==> config.mk <==
export PLATFORM = sky130hd
export DESIGN_NAME = station_connect_fallback_fsm_core
export DESIGN_NICKNAME = d
export VERILOG_FILES = /design/src/hw/rtl/scfb_pkg.sv /design/src/hw/rtl/scfb_cfg_regs.sv /design/src/hw/rtl/scfb_step.sv /design/src/hw/rtl/station_connect_fallback_fsm_core.sv
export SDC_FILE = /design/constraint.sdc
export NUM_CORES = 1
export LEC_CHECK = 0
export ABC_AREA = 1
export BUFFER_PORTS_ARGS = -buffer_cell sky130_fd_sc_hd__buf_4
export CAP_MARGIN = 20
export CORE_MARGIN = 2
export CORE_UTILIZATION = 58
export CTS_CLUSTER_DIAMETER = 40
export CTS_CLUSTER_SIZE = 40
export DETAILED_ROUTE_END_ITERATION = 10
export PLACE_DENSITY = 0.77
export SLEW_MARGIN = 20
export SYNTH_ARGS = -nofsm -noshare
export SYNTH_HDL_FRONTEND = slang
export SYNTH_HIERARCHICAL = 1
export SYNTH_SLANG_ARGS = --single-unit
==> constraint.sdc <==
create_clock -name clk -period 5.2 [get_ports clk]
set_clock_uncertainty 0.05 [all_clocks]
set_input_delay 0.52 -clock clk [delete_from_list [all_inputs] [get_ports clk]]
set_output_delay 0.52 -clock clk [all_outputs]
set_load 0.05 [all_outputs]
==> src/hw/rtl/scfb_pkg.sv <==
`timescale 1ns / 1ps
// ----------------------------------------------------------------------------
// scfb_pkg
// Types, codes and helpers shared by the station connection sequencer.
// ----------------------------------------------------------------------------
package scfb_pkg;

    localparam int SLOT_IDX_W = 3;
    localparam int TICK_W     = 21;
    localparam int CFG_DATA_W = 20;
    localparam int CFG_IDX_W  = 2;

    localparam logic [TICK_W-1:0]     TICK_MAX             = 21'h1F_FFFF;
    localparam logic [CFG_DATA_W-1:0] CONNECT_TIMEOUT_INIT = 20'd7000;
    localparam logic [CFG_DATA_W-1:0] RETRY_INTERVAL_INIT  = 20'd30000;

    localparam logic [CFG_IDX_W-1:0] CFG_SLOT_MASK       = 2'd0;
    localparam logic [CFG_IDX_W-1:0] CFG_CONNECT_TIMEOUT = 2'd1;
    localparam logic [CFG_IDX_W-1:0] CFG_RETRY_INTERVAL  = 2'd2;

    typedef enum logic [2:0] {
        MODE_IDLE = 3'd0,
        MODE_BOOT = 3'd1,
        MODE_CONN = 3'd2,
        MODE_UP   = 3'd3,
        MODE_RECO = 3'd4,
        MODE_AP   = 3'd5
    } mode_t;

    typedef enum logic [1:0] {
        KIND_TICK  = 2'd0,
        KIND_START = 2'd1,
        KIND_STOP  = 2'd2
    } kind_t;

    typedef struct packed {
        mode_t                 mode;
        logic [SLOT_IDX_W-1:0] slot;
        logic [TICK_W-1:0]     attempt_ticks;
        logic [TICK_W-1:0]     since_retry_ticks;
        logic                  attempt_pending;
        logic [7:0]            round_failures;
        logic                  fallback;
    } seq_state_t;

    typedef struct packed {
        logic [7:0]            failed_rounds;
        logic                  ap_only_mode;
        logic                  ap_enable;
        logic [SLOT_IDX_W-1:0] connect_slot;
        logic                  connect_request;
        logic [2:0]            state_code;
    } seq_result_t;

    typedef struct packed {
        logic                  found;
        logic [SLOT_IDX_W-1:0] idx;
    } slot_hit_t;

    // Lowest set mask bit at or above the start position.
    function automatic slot_hit_t find_slot(input logic [7:0] mask, input logic [3:0] from);
        slot_hit_t hit;
        hit.found = 1'b0;
        hit.idx   = '0;
        for (int i = 7; i >= 0; i--) begin
            if (mask[i] && (4'(i) >= from)) begin
                hit.found = 1'b1;
                hit.idx   = SLOT_IDX_W'(i);
            end
        end
        return hit;
    endfunction

endpackage

==> src/hw/rtl/scfb_cfg_regs.sv <==
`timescale 1ns / 1ps
// ----------------------------------------------------------------------------
// scfb_cfg_regs
// Configuration registers: slot mask, attempt timeout and retry interval.
// ----------------------------------------------------------------------------
module scfb_cfg_regs #(
    parameter int MASK_BITS = 8
) (
    input  logic                               clk,
    input  logic                               rst_n,
    input  logic                               cfg_valid,
    input  logic [scfb_pkg::CFG_IDX_W-1:0]     cfg_index,
    input  logic [scfb_pkg::CFG_DATA_W-1:0]    cfg_data,
    output logic [MASK_BITS-1:0]               slot_mask,
    output logic [scfb_pkg::CFG_DATA_W-1:0]    connect_timeout,
    output logic [scfb_pkg::CFG_DATA_W-1:0]    retry_interval
);

    logic [MASK_BITS-1:0]            slot_mask_reg;
    logic [scfb_pkg::CFG_DATA_W-1:0] connect_timeout_reg;
    logic [scfb_pkg::CFG_DATA_W-1:0] retry_interval_reg;

    always_ff @(posedge clk or negedge rst_n)
    begin
        if (!rst_n)
        begin
            slot_mask_reg       <= '0;
            connect_timeout_reg <= scfb_pkg::CONNECT_TIMEOUT_INIT;
            retry_interval_reg  <= scfb_pkg::RETRY_INTERVAL_INIT;
        end
        else if (cfg_valid)
        begin
            unique case (cfg_index)
                scfb_pkg::CFG_SLOT_MASK:       slot_mask_reg       <= cfg_data[MASK_BITS-1:0];
                scfb_pkg::CFG_CONNECT_TIMEOUT: connect_timeout_reg <= cfg_data;
                scfb_pkg::CFG_RETRY_INTERVAL:  retry_interval_reg  <= cfg_data;
                default: ;
            endcase
        end
    end

    assign slot_mask       = slot_mask_reg;
    assign connect_timeout = connect_timeout_reg;
    assign retry_interval  = retry_interval_reg;

endmodule

==> src/hw/rtl/scfb_step.sv <==
`timescale 1ns / 1ps
// ----------------------------------------------------------------------------
// scfb_step
// Next-state and result logic of the connection sequencer for one item.
// ----------------------------------------------------------------------------
module scfb_step #(
    parameter int MASK_BITS = 8
) (
    input  scfb_pkg::kind_t                    kind,
    input  logic                               link_up,
    input  scfb_pkg::seq_state_t               cur,
    input  logic [MASK_BITS-1:0]               slot_mask,
    input  logic [scfb_pkg::CFG_DATA_W-1:0]    connect_timeout,
    input  logic [scfb_pkg::CFG_DATA_W-1:0]    retry_interval,
    output scfb_pkg::seq_state_t               nxt,
    output scfb_pkg::seq_result_t              res
);

    logic [7:0]                        mask8;
    logic [scfb_pkg::TICK_W-1:0]       at_inc;
    logic [scfb_pkg::TICK_W-1:0]       sr_inc;
    logic                              timed_out;
    logic                              retry_due;
    scfb_pkg::slot_hit_t               first_hit;
    scfb_pkg::slot_hit_t               next_hit;
    logic                              req;
    logic                              ap;

    assign mask8     = 8'(slot_mask);
    assign at_inc    = (cur.attempt_ticks == scfb_pkg::TICK_MAX) ?
                       cur.attempt_ticks : cur.attempt_ticks + 21'd1;
    assign sr_inc    = (cur.since_retry_ticks == scfb_pkg::TICK_MAX) ?
                       cur.since_retry_ticks : cur.since_retry_ticks + 21'd1;
    assign timed_out = at_inc > {1'b0, connect_timeout};
    assign retry_due = sr_inc > {1'b0, retry_interval};
    assign first_hit = scfb_pkg::find_slot(mask8, 4'd0);
    assign next_hit  = scfb_pkg::find_slot(mask8, {1'b0, cur.slot} + 4'd1);

    always_comb
    begin
        nxt = cur;
        req = 1'b0;
        ap  = 1'b0;
        unique case (kind)
            scfb_pkg::KIND_START: nxt.mode = scfb_pkg::MODE_BOOT;
            scfb_pkg::KIND_STOP:  nxt.mode = scfb_pkg::MODE_IDLE;
            scfb_pkg::KIND_TICK:
            begin
                nxt.attempt_ticks     = at_inc;
                nxt.since_retry_ticks = sr_inc;
                unique case (cur.mode)
                    scfb_pkg::MODE_BOOT:
                    begin
                        if (first_hit.found)
                        begin
                            nxt.slot            = first_hit.idx;
                            nxt.attempt_ticks   = '0;
                            nxt.attempt_pending = 1'b0;
                            req                 = 1'b1;
                            nxt.mode            = scfb_pkg::MODE_CONN;
                        end
                        else
                        begin
                            nxt.fallback          = 1'b1;
                            nxt.since_retry_ticks = '0;
                            nxt.mode              = scfb_pkg::MODE_AP;
                            ap                    = 1'b1;
                        end
                    end
                    scfb_pkg::MODE_CONN, scfb_pkg::MODE_RECO:
                    begin
                        if (link_up)
                        begin
                            ap                 = 1'b1;
                            nxt.fallback       = 1'b0;
                            nxt.mode           = scfb_pkg::MODE_UP;
                            nxt.round_failures = '0;
                        end
                        else if ((cur.mode == scfb_pkg::MODE_RECO) && cur.attempt_pending)
                        begin
                            if (first_hit.found)
                            begin
                                nxt.slot            = first_hit.idx;
                                nxt.attempt_ticks   = '0;
                                nxt.attempt_pending = 1'b0;
                                req                 = 1'b1;
                            end
                            else
                            begin
                                nxt.fallback          = 1'b1;
                                nxt.since_retry_ticks = '0;
                                nxt.mode              = scfb_pkg::MODE_AP;
                                ap                    = 1'b1;
                            end
                        end
                        else if (timed_out)
                        begin
                            if (next_hit.found)
                            begin
                                nxt.slot            = next_hit.idx;
                                nxt.attempt_ticks   = '0;
                                nxt.attempt_pending = 1'b0;
                                req                 = 1'b1;
                            end
                            else
                            begin
                                if ((cur.mode == scfb_pkg::MODE_RECO) &&
                                    (cur.round_failures != 8'hFF))
                                begin
                                    nxt.round_failures = cur.round_failures + 8'd1;
                                end
                                nxt.fallback          = 1'b1;
                                nxt.since_retry_ticks = '0;
                                nxt.mode              = scfb_pkg::MODE_AP;
                                ap                    = 1'b1;
                            end
                        end
                    end
                    scfb_pkg::MODE_UP:
                    begin
                        if (!link_up)
                        begin
                            nxt.mode            = scfb_pkg::MODE_RECO;
                            nxt.slot            = '0;
                            nxt.attempt_pending = 1'b1;
                            nxt.round_failures  = '0;
                        end
                    end
                    scfb_pkg::MODE_AP:
                    begin
                        if (retry_due)
                        begin
                            if (first_hit.found)
                            begin
                                ap                  = 1'b1;
                                nxt.slot            = first_hit.idx;
                                nxt.attempt_ticks   = '0;
                                nxt.attempt_pending = 1'b0;
                                req                 = 1'b1;
                                nxt.mode            = scfb_pkg::MODE_RECO;
                                nxt.fallback        = 1'b0;
                            end
                            nxt.since_retry_ticks = '0;
                        end
                    end
                    default: ;
                endcase
            end
            default: ;
        endcase
    end

    always_comb
    begin
        res.state_code      = nxt.mode;
        res.connect_request = req;
        res.connect_slot    = ((nxt.mode == scfb_pkg::MODE_CONN) ||
                               (nxt.mode == scfb_pkg::MODE_RECO)) ? nxt.slot : '0;
        res.ap_enable       = ap;
        res.ap_only_mode    = nxt.fallback;
        res.failed_rounds   = nxt.round_failures;
    end

endmodule

==> src/hw/rtl/station_connect_fallback_fsm_core.sv <==
`timescale 1ns / 1ps
// ----------------------------------------------------------------------------
// station_connect_fallback_fsm_core
// Station connection sequencer with access-point fallback.
// ----------------------------------------------------------------------------
// An item is taken into the input register, the combinational step logic works
// on it, and its result is held in the result register, which offers it.
// One item per cycle while m_tready does not stall the result register; the
// state register is updated together with the result register.
// Reset clears the mode machine, timers and counters and loads the default
// timeout and retry interval; the block is ready as soon as reset is released.
module station_connect_fallback_fsm_core #(
    parameter int SLOTS = 8
) (
    input  logic                               clk,
    input  logic                               rst_n,
    input  logic                               s_tvalid,
    output logic                               s_tready,
    input  logic [7:0]                         s_tdata,   // [0] link_up
    input  logic [1:0]                         s_tuser,   // [1:0] kind
    output logic                               m_tvalid,
    input  logic                               m_tready,
    // [2:0] state_code, [3] connect_request, [6:4] connect_slot,
    // [7] ap_enable, [8] ap_only_mode, [16:9] failed_rounds
    output logic [23:0]                        m_tdata,
    input  logic                               cfg_valid,
    output logic                               cfg_ready,
    input  logic [scfb_pkg::CFG_IDX_W-1:0]     cfg_index,
    input  logic [scfb_pkg::CFG_DATA_W-1:0]    cfg_data
);

    localparam int MASK_BITS = (SLOTS < 8) ? SLOTS : 8;

    logic                            in_valid_reg;
    scfb_pkg::kind_t                 kind_reg;
    logic                            link_up_reg;
    logic                            out_valid_reg;
    scfb_pkg::seq_result_t           out_data_reg;
    scfb_pkg::seq_state_t            state_reg;
    scfb_pkg::seq_state_t            state_next;
    scfb_pkg::seq_result_t           result_next;
    logic [MASK_BITS-1:0]            slot_mask;
    logic [scfb_pkg::CFG_DATA_W-1:0] connect_timeout;
    logic [scfb_pkg::CFG_DATA_W-1:0] retry_interval;
    logic                            out_free;

    assign out_free  = !out_valid_reg || m_tready;
    assign s_tready  = !in_valid_reg || out_free;
    assign cfg_ready = 1'b1;

    scfb_cfg_regs #(
        .MASK_BITS (MASK_BITS)
    ) u_cfg (
        .clk             (clk),
        .rst_n           (rst_n),
        .cfg_valid       (cfg_valid),
        .cfg_index       (cfg_index),
        .cfg_data        (cfg_data),
        .slot_mask       (slot_mask),
        .connect_timeout (connect_timeout),
        .retry_interval  (retry_interval)
    );

    scfb_step #(
        .MASK_BITS (MASK_BITS)
    ) u_step (
        .kind            (kind_reg),
        .link_up         (link_up_reg),
        .cur             (state_reg),
        .slot_mask       (slot_mask),
        .connect_timeout (connect_timeout),
        .retry_interval  (retry_interval),
        .nxt             (state_next),
        .res             (result_next)
    );

    always_ff @(posedge clk or negedge rst_n)
    begin
        if (!rst_n)
        begin
            in_valid_reg <= 1'b0;
        end
        else if (s_tready)
        begin
            in_valid_reg <= s_tvalid;
        end
    end

    always_ff @(posedge clk)
    begin
        if (s_tready && s_tvalid)
        begin
            kind_reg    <= scfb_pkg::kind_t'(s_tuser);
            link_up_reg <= s_tdata[0];
        end
    end

    always_ff @(posedge clk or negedge rst_n)
    begin
        if (!rst_n)
        begin
            out_valid_reg <= 1'b0;
            state_reg     <= '{mode: scfb_pkg::MODE_IDLE, default: '0};
        end
        else if (out_free)
        begin
            out_valid_reg <= in_valid_reg;
            if (in_valid_reg)
            begin
                state_reg <= state_next;
            end
        end
    end

    always_ff @(posedge clk)
    begin
        if (out_free && in_valid_reg)
        begin
            out_data_reg <= result_next;
        end
    end

    assign m_tvalid = out_valid_reg;
    assign m_tdata  = {7'b0, out_data_reg.failed_rounds, out_data_reg.ap_only_mode,
                       out_data_reg.ap_enable, out_data_reg.connect_slot,
                       out_data_reg.connect_request, out_data_reg.state_code};

endmodule

**Yosys cells after proc, flatten, opt, wreduce, memory -nomap -nowiden**

Cells that the tools add are included.

- Muxes and demuxes: 68
- Reductions and logical operators: 27
- Equal/unequal tests: 19
- Order comparisons: 10
- $add $sub $neg: 4

Operators by type and width:

| kind | count |
|---|---|
| $mux W58 | 5 |
| $mux W49 | 3 |
| $pmux W42 S3 | 1 |
| $mux W21 | 4 |
| $mux W4 | 16 |
| $mux W55 | 1 |
| $mux W24 | 2 |
| $mux W46 | 1 |
| $add A21 B1 Y21 const B | 2 |
| $eq A21 B21 Y1 const B | 2 |
| $gt A21 B20 Y1 | 2 |
| $mux W27 | 1 |
| $mux W9 | 3 |
| $pmux W6 S4 | 1 |
| $mux W1 | 17 |
| $ge A3 B4 Y1 const A | 4 |
| $mux W8 | 2 |
| $pmux W8 S2 | 1 |
| $logic_and A1 B1 Y1 | 12 |
| $mux W3 | 4 |
| $eq A3 B2 Y1 const B | 3 |
| $eq A3 B3 Y1 const B | 3 |
| $pmux W1 S3 | 3 |
| $pmux W3 S3 | 1 |
| 21 further kinds | 34 |

- Register bits: 128
- Logic and storage cells: 148
- Output and inout port bits: 27
- Bits of input ports: 37

**Depth between registers and ports, before layout**

Gate-level depths: netlist of the first run.

- Depth in word-level cells: 24
- Gate-level depth with buffers: 32

**Hierarchy**

The synthesis of the first run kept the hierarchy.

Modules (own cells, without submodules):

| module | cells each | instances | area each (um2) | sequential area each (um2) |
|---|---|---|---|---|
| scfb_step | 821 | 1 | 4350.4 | 0.0 |
| station_connect_fallback_fsm_core | 292 | 1 | 3064.2 | 2102.0 |
| scfb_cfg_regs | 216 | 1 | 1998.2 | 1218.7 |

**Worst setup path after synthesis of the first run**

Ideal clock, no wire load.

- Path type: register -> register
- Start: reg state_reg[31] (netlist bit)
- End: reg out_data_reg, in the netlist m_tdata[13], data pin
- Period minus slack after synthesis: 3.677 ns
- Arrival time: 3.376 ns
- Path buffers: 1
- Path slack: 1.523 ns
- Stages on the path, launching flop included: 29
- Path through: dfrtp_1 > ha_1 > nand2_1 > nor2_1 > nand2_1 > nor3_2 > nand2_1 > nor2_2 > inv_1 > nand4_1 > nor2_1 > nand3_1 > nor2_1 > nand2_1 > xor2_1 > ha_1 > and3_1 > nand3_1 > nor2_1 > nand2_1 > nand2_4 > nand4_2 > nor2_1 > nand3_1 > nand2_1 > o21ai_1 > nand2_1 > nand2_1 > buf_4

RTL lines:

| item | RTL line | source |
|---|---|---|
| from (decl) | station_connect_fallback_fsm_core.sv:39 | `scfb_pkg::seq_state_t state_reg;` |
| from (signal assigned) | station_connect_fallback_fsm_core.sv:110 | `state_reg <= state_next;` |
| to (signal assigned) | station_connect_fallback_fsm_core.sv:119 | `out_data_reg <= result_next;` |
| to (decl) | station_connect_fallback_fsm_core.sv:38 | `scfb_pkg::seq_result_t out_data_reg;` |

**Worst setup path after layout of the first run**

- Start: reg state_reg[31] (netlist bit)
- End: reg state_reg[31] (netlist bit)

- Longest elaborated chain between the ends: 12

Ends and longest elaborated chain:

| item | RTL line | source |
|---|---|---|
| $add A21 B1 Y21 / $eq A21 B21 Y1 (equally long branches) | scfb_step.sv:31, scfb_step.sv:30 |  |
| $mux W21 (*) | scfb_step.sv:30 | `assign at_inc = (cur.attempt_ticks == scfb_pkg::TICK_MAX) ?` |
| $gt A21 B20 Y1 / $mux W24 (equally long branches) | scfb_step.sv:34, scfb_step.sv:98 |  |
| $mux W58 | scfb_step.sv:96 | `else if (timed_out)` |
| $mux W58 | scfb_step.sv:79 | `else if ((cur.mode == scfb_pkg::MODE_RECO) && cur.attempt_pending)` |
| $mux W58 | scfb_step.sv:72 | `if (link_up)` |
| $mux W58 | scfb_step.sv:51 | `unique case (cur.mode)` |
| $mux W58 | scfb_step.sv:44 | `unique case (kind)` |
| $mux W49 | scfb_step.sv:79 |  |
| $mux W49 | scfb_step.sv:44 |  |
| $mux W46 | scfb_step.sv:72 |  |
| $pmux W42 S3 (*) | scfb_step.sv:51 |  |

Mark *: on every way between the ends. The rest lies on a longest branch, timed or not. The select of a mux whose other input is x is not followed.
A chain may end at the register's enable or synchronous reset.

==> out/metrics.cfg, run 1 <==
[outcome]
status=finished clean

[logic_synthesis]
yosysSeqAreaShare_pct=35.3
synthAdderAreaFrac_pct=5.85
synth_top_family_by_area=simple AND/OR/NAND/NOR gates
synth_seq_cells=128
synth_simple_gate_area_share_pct=36.9
yosys.area.top_type=dfrtp_1
synth.top_cell.area_share_pct=25.0
ys_warn_count=6
synth_area_leaders=dfrtp_1 (25%), nand2_1 (19%), inv_1 (6.4%)
avgSynthCellArea_um2=7.08
synth_edf_count=20
synthXorXnorAreaFrac_pct=3.54
synth_ff_type=dfrtp_1
syn_area_um2=9410
synth_compound_area_share_pct=6.57
synthArstFlopShare_pct=84.4
postSynthCellCount=1329
ys_types=49
synthMuxAreaShare_pct=0.106

[worst_setup_path]
cp_data_required_time_ps=5520
crit_path_end=state_reg[31]
path_class=register to register
critPathLaunchType=register
rr_startpoint=state_reg[31]
r2r_slack_ps=420
crit_path_end_kind=register
critPathLaunch=state_reg[31]
cp_max_fo=20
reg2reg_depth=27
worstPathArrival_ps=5100
rr_endpoint=state_reg[31]

[floorplanning]
dieArea_um2=17300
io_pins=64
core_area_um2=15900
initial_utilization_pct=59.3
row_count=46
die_h_um=131
die_w_um=131

[power]
power.density_nw_per_um2=359
p_sw_share_pct=38.2
power.leakage_nw=5.35
irDropWorstVdd_uv=265
seq_power_share_pct=35.1
p_comb_share_pct=32.3
internal_power_w=0.00227
p_sw_w=0.00141
power.total_w=0.00368
clkPwrFrac_pct=32.6

[clock_network]
clock_sinks=128
cts_resized=0
clock_latency_ps=430
cts_made_buffers=17
hold_buffers=0
h-tree-depth=4
cts.clk_slew.worst_paths_ps=60
cts_tree=built
postCtsSetupBuffers=0
clockBufferDepth=2
cts-root-buf=clkbuf_16

[route]
drc_errors=0
vias_per_cell=5.52
vias=8648
postRouteAntennaNets=0
drt_iter0_drc=859
firstDrtPassIters=5
wire_per_inst_um=14.8
wl_mm=23.2

[timing]
fin_crit_ps=4780
final_max_slew_viol_count=0
fin_crit_sh_pct=92.0
finalHoldViolations=0
rsz0062_at_grt=false
slew-limit-headroom_pct=36.4
tightest_slew_ps=955
tns_ps=0
fmax_mhz=209
finalSetupViolations=0
hold_ws_ps=189

[placed_design]
placed_cell_area_um2=9650
gp_congestion=0.905
placed_cells=1534
place.port_buffers=48
place_hpwl_mm=16.0

[final_layout]
regArea_um2=3320
fin_cells=1566
multi_input_area_um2=5020
nNetsFinal=1418
syn2layout_area_growth_pct=8.73
num-fill-cells=1415
antenna-diode-count=0
final_area_um2=10200
drive_above_1_share_pct=11.1
largest_reg_flops=58

[grt]
grt_max_degree=75
gr-total-overflow=0
antenna_found_initial=0
grt_pass1_wl_mm=38.6
grtUsageTotal_pct=27.6
grt_pass1_vias=8060

[hold_path]
hold_class=input pin to async pin

[job]
cap_violations=0

cells in the mapped netlist, drive strengths merged, types with 3 or more instances:
cell,instances
nand3,127
nor3,16
clkbuf,5
dfstp,14
xnor2,7
a21oi,28
o21ai,63
a21boi,3
ha,44
o21bai,3
xor2,31
edfxtp,20
buf,66
nor4,12
nand2,475
dfrtp,94
o211ai,4
inv,167
nand4,60
nor2,74
through the flow:
step | utilization (%) | worst slack, ps
final | 64.4 | 415
after global routing | 64.4 | 101
after CTS | 64.4 | 599
after detailed placement | 60.7 | 655
after global placement | 60.7 | 705
after floorplan | - | 1520
worst max-delay path: stages (launching register included):
cell,delay (ps)
dfrtp_1,400
ha_1,190
nand2_1,80
nor2_1,240
nand2_1,150
nor3_2,160
nand2_1,90
nor2_2,210
inv_1,120
nand4_1,120
nor2_1,100
nand3_1,130
nor2_1,90
xor2_1,180
ha_1,340
nand3_1,90
nor4_1,490
nand3b_4,240
nand2_2,210
o21ai_2,70
nand4_1,120
nand2_1,80
nor2_2,80
buf_4,270
nand3_1,130
o21ai_1,100
nand3_1,90
nand2_1,100
how the worst min path moves through the flow:
stage	start	depth (start not counted)	slack [ps]	end
6_report	rst_n	1	190	u_cfg/connect_timeout[10]
5_1_grt	s_tuser[1]	1	200	kind_reg[1]
4_1_cts	s_tuser[1]	1	210	kind_reg[1]
3_5_place_dp	u_cfg/retry_interval[13]	2	400	u_cfg/retry_interval[13]
3_3_place_gp	u_cfg/connect_timeout[9]	2	400	u_cfg/connect_timeout[9]
2_1_floorplan	rst_n	0	170	in_valid_reg
final cells by class:
type	instances	share of cell area (%)
multi-input combinational	968	49.0
sequential	128	32.5
inverter	168	6.17
clock buffer	23	4.68
timing repair buffer	54	3.96
tap	216	2.64
clock inverter	9	1.04
layer usage:
layer / global-route usage [%] / up-vias / routed length (µm)
li1: - / 4276 / -
met1: 38.3 / 4007 / 10700
met2: 42.9 / 318 / 10500
met3: 5.83 / 47 / 1490
met4: 9.90 / 0 / 545
met5: 0 / - / 0
power groups by stage:
stage | Clock (W) | Sequential (W) | Combinational (W)
final | 0.00120 | 0.00129 | 0.00119
after global routing | 0.00126 | 0.00131 | 0.00133
after CTS | 0.00121 | 0.00129 | 0.00117
after detailed placement | 0 | 0.00130 | 0.00116
after global placement | 0 | 0.00130 | 0.00113
after floorplan | 0 | 0.00135 | 0.000857
logic make-up (layout without fill, tap and decap cells):
kind of cell    count (synthesis)  after routing
fa+ha+maj                      44             44
simple gates                  769            769
xor+xnor                       38             38
buf+inv                       239            254
compound gates                108            108
mux                             1              1
other cells                     2              8
flops                         128            128
cell usage in the layout (no fill, tap or decap), types with 6 or more instances in the layout:
cell       netlist  routed
inv_1          161     161
xnor2_1          7       7
a21oi_1         28      28
xor2_1          31      31
nand3_2         12      12
edfxtp_1        20      20
buf_4           30      54
dfstp_2         14      14
o21ai_0         47      47
conb_1           2       8
nand4_1         56      56
nor3_1          13      13
nand2_2          8       8
nand3_1        114     114
inv_2            6       6
ha_1            44      44
o21ai_1         10      10
nor4_1          12      12
clkbuf_16        0      18
nand2_1        465     465
dfrtp_1         94      93
nor2_1          67      67
Note: power is estimated with default switching activity, not from simulation.
==> inputs of run 2 (changes only) <==
--- a/config.mk
+++ b/config.mk
@@ -9,11 +9,11 @@
 export BUFFER_PORTS_ARGS = -buffer_cell sky130_fd_sc_hd__buf_4
 export CAP_MARGIN = 20
 export CORE_MARGIN = 2
-export CORE_UTILIZATION = 58
+export CORE_UTILIZATION = 55
 export CTS_CLUSTER_DIAMETER = 40
 export CTS_CLUSTER_SIZE = 40
 export DETAILED_ROUTE_END_ITERATION = 10
-export PLACE_DENSITY = 0.77
+export PLACE_DENSITY = 0.74
 export SLEW_MARGIN = 20
 export SYNTH_ARGS = -nofsm -noshare
 export SYNTH_HDL_FRONTEND = slang
==> run 2 against run 1 <==
Sequential share of layout area hardly changed. Final cell count is 0.26% higher. Clock power is 3% lower. Die area is 5.3% higher. Total power is 1.7% lower. Worst hold slack worse by 39 ps. Critical path type unchanged. Largest power group unchanged.
==> out/metrics.cfg, run 2 (synthesized netlist as in run 1, its figures left out) <==
[placed_design]
place.port_buffers=48  ; unchanged
gp_congestion=0.903  ; -0.19%
place_hpwl_mm=16.0  ; about the same
preCtsSetupSlack_ps=698  ; +43.1 ps

[grt]
use_met2_pct=39.8  ; -3.0 points
grtUsageTotal_pct=26.3  ; -1.3 points
grt_pass1_wl_mm=38.1  ; -1.4%
grt_use_met3_pct=4.65  ; -1.2 points
grt_max_degree=66  ; -12%
grt_pass1_vias=7690  ; -4.6%
antenna_found_initial=0  ; unchanged
busiest_layer=met2
gr-total-overflow=0  ; unchanged
grtUsageMet1_pct=38.7  ; +0.37 points

[final_layout]
multi_input_area_um2=5020  ; unchanged
antenna-diode-count=0  ; unchanged
largest_reg_flops=58  ; unchanged
nNetsFinal=1418  ; unchanged
regArea_um2=3320  ; unchanged
mostFrequentLayoutCells=nand2_1 (465), inv_1 (161), nand3_1 (114)
drive_above_1_share_pct=11.3  ; +0.22 points
num-fill-cells=1532  ; +8.3%
final_common_cell=nand2_1
syn2layout_area_growth_pct=8.72  ; about the same

[power]
power.density_nw_per_um2=353  ; -1.6%
irDropWorstVdd_uv=344  ; +30%
power.leakage_nw=5.34  ; about the same

[timing]
fmax_mhz=213  ; +2.0%
tns_ps=0  ; unchanged
final_max_slew_viol_count=0  ; unchanged
finalSetupViolations=0  ; unchanged
fin_crit_ps=4690  ; -94.5 ps
finalHoldViolations=0  ; unchanged
fin_crit_sh_pct=90.2  ; -1.8 points
tightest_slew_ps=899  ; -55.7 ps
rsz0062_at_grt=false
slew-limit-headroom_pct=39.9  ; +3.5 points
setup_slack_ps=510  ; +94.5 ps

[worst_setup_path]
crit_slowest_cell=nor4_1
crit_path_end_kind=register
worstPathArrival_ps=5000  ; -100 ps
cp_data_required_time_ps=5510  ; about the same
crit_path_max_incr_delay_ps=430  ; -60 ps
r2r_slack_ps=510  ; +90 ps
cpMostUsedCell=nand2_1
critPathLaunchType=register
crit_buf_inv=2  ; unchanged
path_class=register to register
cp_top_family=simple AND/OR/NAND/NOR gates
cp_max_fo=11  ; -45%

[route]
wire_per_inst_um=14.5  ; -2.0%
vias=8526  ; -1.4%
drt_iter0_drc=714  ; -17%
vias_per_cell=5.43  ; -1.7%
firstDrtPassIters=5  ; unchanged
postRouteAntennaNets=0  ; unchanged
drc_errors=0  ; unchanged
wl_mm=22.8  ; -1.8%

[hold_path]
hold_class=input pin to async pin

[floorplanning]
core_area_um2=16600  ; +4.8%
dieArea_um2=18200  ; +5.3%
die_h_um=135  ; +2.6%
initial_utilization_pct=56.6  ; -2.7 points
io_pins=64  ; unchanged
die_w_um=135  ; +2.6%
row_count=47  ; +2.2%

[clock_network]
cts_resized=0  ; unchanged
clockBufferDepth=2  ; unchanged
cts_tree=built
cts.clk_slew.worst_paths_ps=60  ; about the same
clock_sinks=128  ; unchanged
cts-root-buf=clkbuf_16
postCtsSetupBuffers=0  ; unchanged
cts_made_buffers=17  ; unchanged
clock_latency_ps=430  ; about the same
h-tree-depth=4  ; unchanged
hold_buffers=0  ; unchanged

[job]
cap_violations=0  ; unchanged

[outcome]
status=finished clean

run 2: cell types whose count changed in the layout (fill, tap and decap cells not counted), sizes merged:
cell	before	now
clkinvlp	1	2
bufinv	2	0
inv	168	171
clkbuf	23	22
clkinv	6	5
run 2: routing by layer:
metal	routed length, µm	part of all wire, %
met1	11000	48
met2	10200	45
met3	1220	5.4
met4	349	1.5
met5	0	0
run 2: area by class of cell:
class                           count  area share [%]
Timing Repair Buffer               54            3.96
Clock inverter                     10           0.709
Clock buffer                       22            4.95
Tap cell                          220            2.69
Inverter                          168            6.17
Multi-Input combinational cell    968            49.1
Sequential cell                   128            32.5
run 2: path summary, 6_finish.rpt:
| kind | startpoint | endpoint | cells past startpoint |
|---|---|---|---|
| setup / recovery | state_reg[31] | state_reg[10] | 26 |
| hold / removal | rst_n | state_reg[32] | 1 |
| setup reg to reg | state_reg[31] | state_reg[10] | 26 |
| hold reg to reg | u_cfg/connect_timeout[8] | u_cfg/connect_timeout[8] | 2 |
| max in group asynchronous | rst_n | in_valid_reg | 2 |
| min in group clk | s_tuser[1] | kind_reg[1] | 1 |
run 2: stage by stage:
stage | std cells | util (%) | area (µm²) | hold slack [ps] | total power (W)
floorplan | 1335 | - | 9440 | 174 | 0.00221
finish | 1570 | 61.5 | 10200 | 150 | 0.00362
global placement | 1538 | 58.0 | 9650 | 403 | 0.00243
detailed placement | 1538 | 58.0 | 9650 | 402 | 0.00246
CTS | 1570 | 61.5 | 10200 | 175 | 0.00363
global route | 1570 | 61.5 | 10200 | 204 | 0.00385
run 2: power by group:
part           internal, W  switching [W]
sequential         0.00117       0.000120
combinational     0.000353       0.000810
clock             0.000694       0.000469
total              0.00222        0.00140
==> inputs of run 3 (changes only) <==
--- a/config.mk
+++ b/config.mk
@@ -17,5 +17,4 @@
 export SLEW_MARGIN = 20
 export SYNTH_ARGS = -nofsm -noshare
 export SYNTH_HDL_FRONTEND = slang
-export SYNTH_HIERARCHICAL = 1
 export SYNTH_SLANG_ARGS = --single-unit
==> run 3 against run 2 <==
Combinational power up 34%. Setup slack better by 73 ps. Clock power about the same. Routed wire length down 14%. Critical path depth up 1. Critical path type unchanged. Critical endpoint is now state_reg[49]. Largest power group is now combinational cells.
==> out/metrics.cfg, run 3 <==
[outcome]
status=finished clean

[final_layout]
antenna-diode-count=0  ; unchanged
nNetsFinal=1240  ; -13%
largest_reg_flops=58  ; unchanged
syn2layout_area_growth_pct=13.2
final_common_cell=nand2_1
mostFrequentLayoutCells=nand2_1 (345), inv_1 (150), dfrtp_1 (94)
num-fill-cells=1304  ; -15%
drive_above_1_share_pct=11.5  ; +0.12 points

[route]
firstDrtPassIters=6  ; +1
drc_errors=0  ; unchanged
wire_per_inst_um=14.6  ; +0.16%
drt_iter0_drc=574  ; -20%
postRouteAntennaNets=0  ; unchanged
vias_per_cell=5.40  ; -0.64%
vias=7306  ; -14%
wl_mm=19.7  ; -14%

[floorplanning]
die_w_um=126  ; -6.6%
initial_utilization_pct=56.2  ; -0.35 points
dieArea_um2=15800  ; -13%
row_count=44  ; -6.4%
die_h_um=126  ; -6.6%
io_pins=64  ; unchanged
core_area_um2=14500  ; -13%

[power]
p_sw_share_pct=40.9  ; +2.2 points
p_comb_share_pct=37.7  ; +5.5 points
seq_power_share_pct=34.5  ; -1.2 points
power.leakage_nw=4.62  ; -13%
clkPwrFrac_pct=27.8  ; -4.4 points
internal_power_w=0.00245  ; +10%
power.density_nw_per_um2=447  ; +27%
irDropWorstVdd_uv=341  ; -0.90%
p_sw_w=0.00169  ; +21%

[timing]
tightest_slew_ps=847  ; -52.1 ps
finalSetupViolations=0  ; unchanged
finalHoldViolations=0  ; unchanged
setup_slack_ps=583  ; +72.7 ps
fin_crit_sh_pct=88.8  ; -1.4 points
rsz0062_at_grt=false
fin_crit_ps=4620  ; -72.7 ps
fmax_mhz=217  ; +1.6%
slew-limit-headroom_pct=43.5  ; +3.7 points
final_max_slew_viol_count=0  ; unchanged
tns_ps=0  ; unchanged

[clock_network]
clock_sinks=128  ; unchanged
cts_resized=0  ; unchanged
postCtsSetupBuffers=0  ; unchanged
cts_tree=built
clockBufferDepth=2  ; unchanged
hold_buffers=0  ; unchanged
cts.clk_slew.worst_paths_ps=60  ; about the same
h-tree-depth=4  ; unchanged
cts_made_buffers=17  ; unchanged
cts-root-buf=clkbuf_16
clock_latency_ps=440  ; about the same

[grt]
grt_pass1_wl_mm=33.4  ; -12%
grtUsageTotal_pct=26.4  ; +0.10 points
grt_pass1_vias=6937  ; -9.8%
gr-total-overflow=0  ; unchanged
grt_max_degree=67  ; +1.5%
antenna_found_initial=0  ; unchanged

[worst_setup_path]
crit_path_end_kind=register
cp_max_fo=18  ; +7
worstPathArrival_ps=4930  ; -70 ps
path_class=register to register
cp_data_required_time_ps=5510  ; about the same
critPathLaunchType=register
r2r_slack_ps=580  ; +70 ps

[logic_synthesis]
synth.top_cell.area_share_pct=28.8  ; +3.8 points
synthArstFlopShare_pct=84.4  ; unchanged
synth_edf_count=20  ; unchanged
synth_seq_cells=128  ; unchanged
synth_ff_type=dfrtp_1
synth_common_cells=nand2_1 (346), inv_1 (150), dfrtp_1 (94)
avgSynthCellArea_um2=7.38  ; +4.2%
yosys.area.top_type=dfrtp_1
ys_warn_count=0  ; -6
yosysSeqAreaShare_pct=40.6  ; +5.4 points
synth_area_leaders=dfrtp_1 (29%), nand2_1 (16%), edfxtp_1 (7.4%)
syn_area_um2=8170  ; -13%
yosysMostFrequentCell=nand2_1
ys_types=46  ; -6.1%
postSynthCellCount=1107  ; -17%

[hold_path]
hold_class=input pin to async pin

[placed_design]
gp_congestion=0.879  ; -2.6%
place_hpwl_mm=14.4  ; -11%
place.port_buffers=48  ; unchanged
preCtsSetupSlack_ps=690  ; -7.64 ps

[job]
cap_violations=0  ; unchanged

==> run 3: logic make-up after synthesis <==
group / count (synthesis) / share of synthesized area, %
compound gates: 146 / 9.79
mux: 1 / 0.123
buf+inv: 186 / 9.05
other cells: 2 / 0.0919
flops: 128 / 40.6
fa+ha+maj: 46 / 7.05
simple gates: 565 / 29.7
xor+xnor: 33 / 3.54
==> run 3: layout make-up <==
cell class	instances	area, µm²	share of cell area, %
clock inverter	14	114	1.23
clock buffer	18	450	4.87
timing repair buffer	54	405	4.38
tap	184	230	2.49
multi-input combinational	799	4140	44.7
sequential	128	3320	35.9
inverter	157	589	6.37
==> run 3: metrics by stage <==
step / util [%] / instance area [µm²] / power [W] / hold WS (ps) / cells
after floorplan: - / 8190 / 0.00257 / 174 / 1113
after global placement: 59.7 / 8680 / 0.00294 / 418 / 1322
after detailed placement: 59.7 / 8680 / 0.00298 / 423 / 1322
after CTS: 63.6 / 9240 / 0.00413 / 177 / 1354
after global routing: 63.6 / 9250 / 0.00443 / 205 / 1354
final: 63.6 / 9250 / 0.00414 / 139 / 1354
==> run 3: per-layer routing <==
| metal | vias up | share of wire (%) | track usage [%] |
|---|---|---|---|
| met4 | 0 | 1.2 | 6.92 |
| met3 | 23 | 6.2 | 5.90 |
| met2 | 219 | 44 | 40.9 |
| met5 | - | 0 | 0 |
| met1 | 3403 | 48 | 37.8 |
| li1 | 3661 | - | - |
==> run 3: power by group through the flow <==
stage	registers, W	clock network [W]	logic (W)
2_1_floorplan	0.00151	0	0.00106
3_3_place_gp	0.00143	0	0.00151
3_5_place_dp	0.00144	0	0.00154
4_1_cts	0.00142	0.00116	0.00155
5_1_grt	0.00145	0.00121	0.00177
6_report	0.00143	0.00115	0.00156
==> run 3: worst paths after layout <==
| path | startpoint | to | depth (start not counted) |
|---|---|---|---|
| worst max-delay path | state_reg[31] | state_reg[49] | 27 |
| worst min-delay path | rst_n | u_cfg.connect_timeout[18] | 1 |
| worst max register to register | state_reg[31] | state_reg[49] | 27 |
| worst min register to register | u_cfg.connect_timeout[2] | u_cfg.connect_timeout[2] | 2 |
| max in group asynchronous | rst_n | state_reg[9] | 2 |
| min in group clk | s_tuser[0] | kind_reg[0] | 1 |
==> run 3: worst max-delay path, stage by stage, from the launching register on <==
cell	delay [ps]
dfrtp_1	430
ha_1	250
nand3_1	140
nor2_1	80
nand3_1	90
nor2_1	50
nand2_1	140
nand2_1	70
nor2_1	200
nand4_1	220
nor3_2	300
a31oi_1	140
nor2_1	240
ha_1	280
nand2_1	100
inv_1	50
nand2_1	60
nand2_1	50
a21oi_1	140
nand3_1	100
o21bai_4	220
nand3_2	110
nand2_2	90
nand4_1	90
nand2_2	80
nor3_4	550
nand2_1	140
nand2_1	100
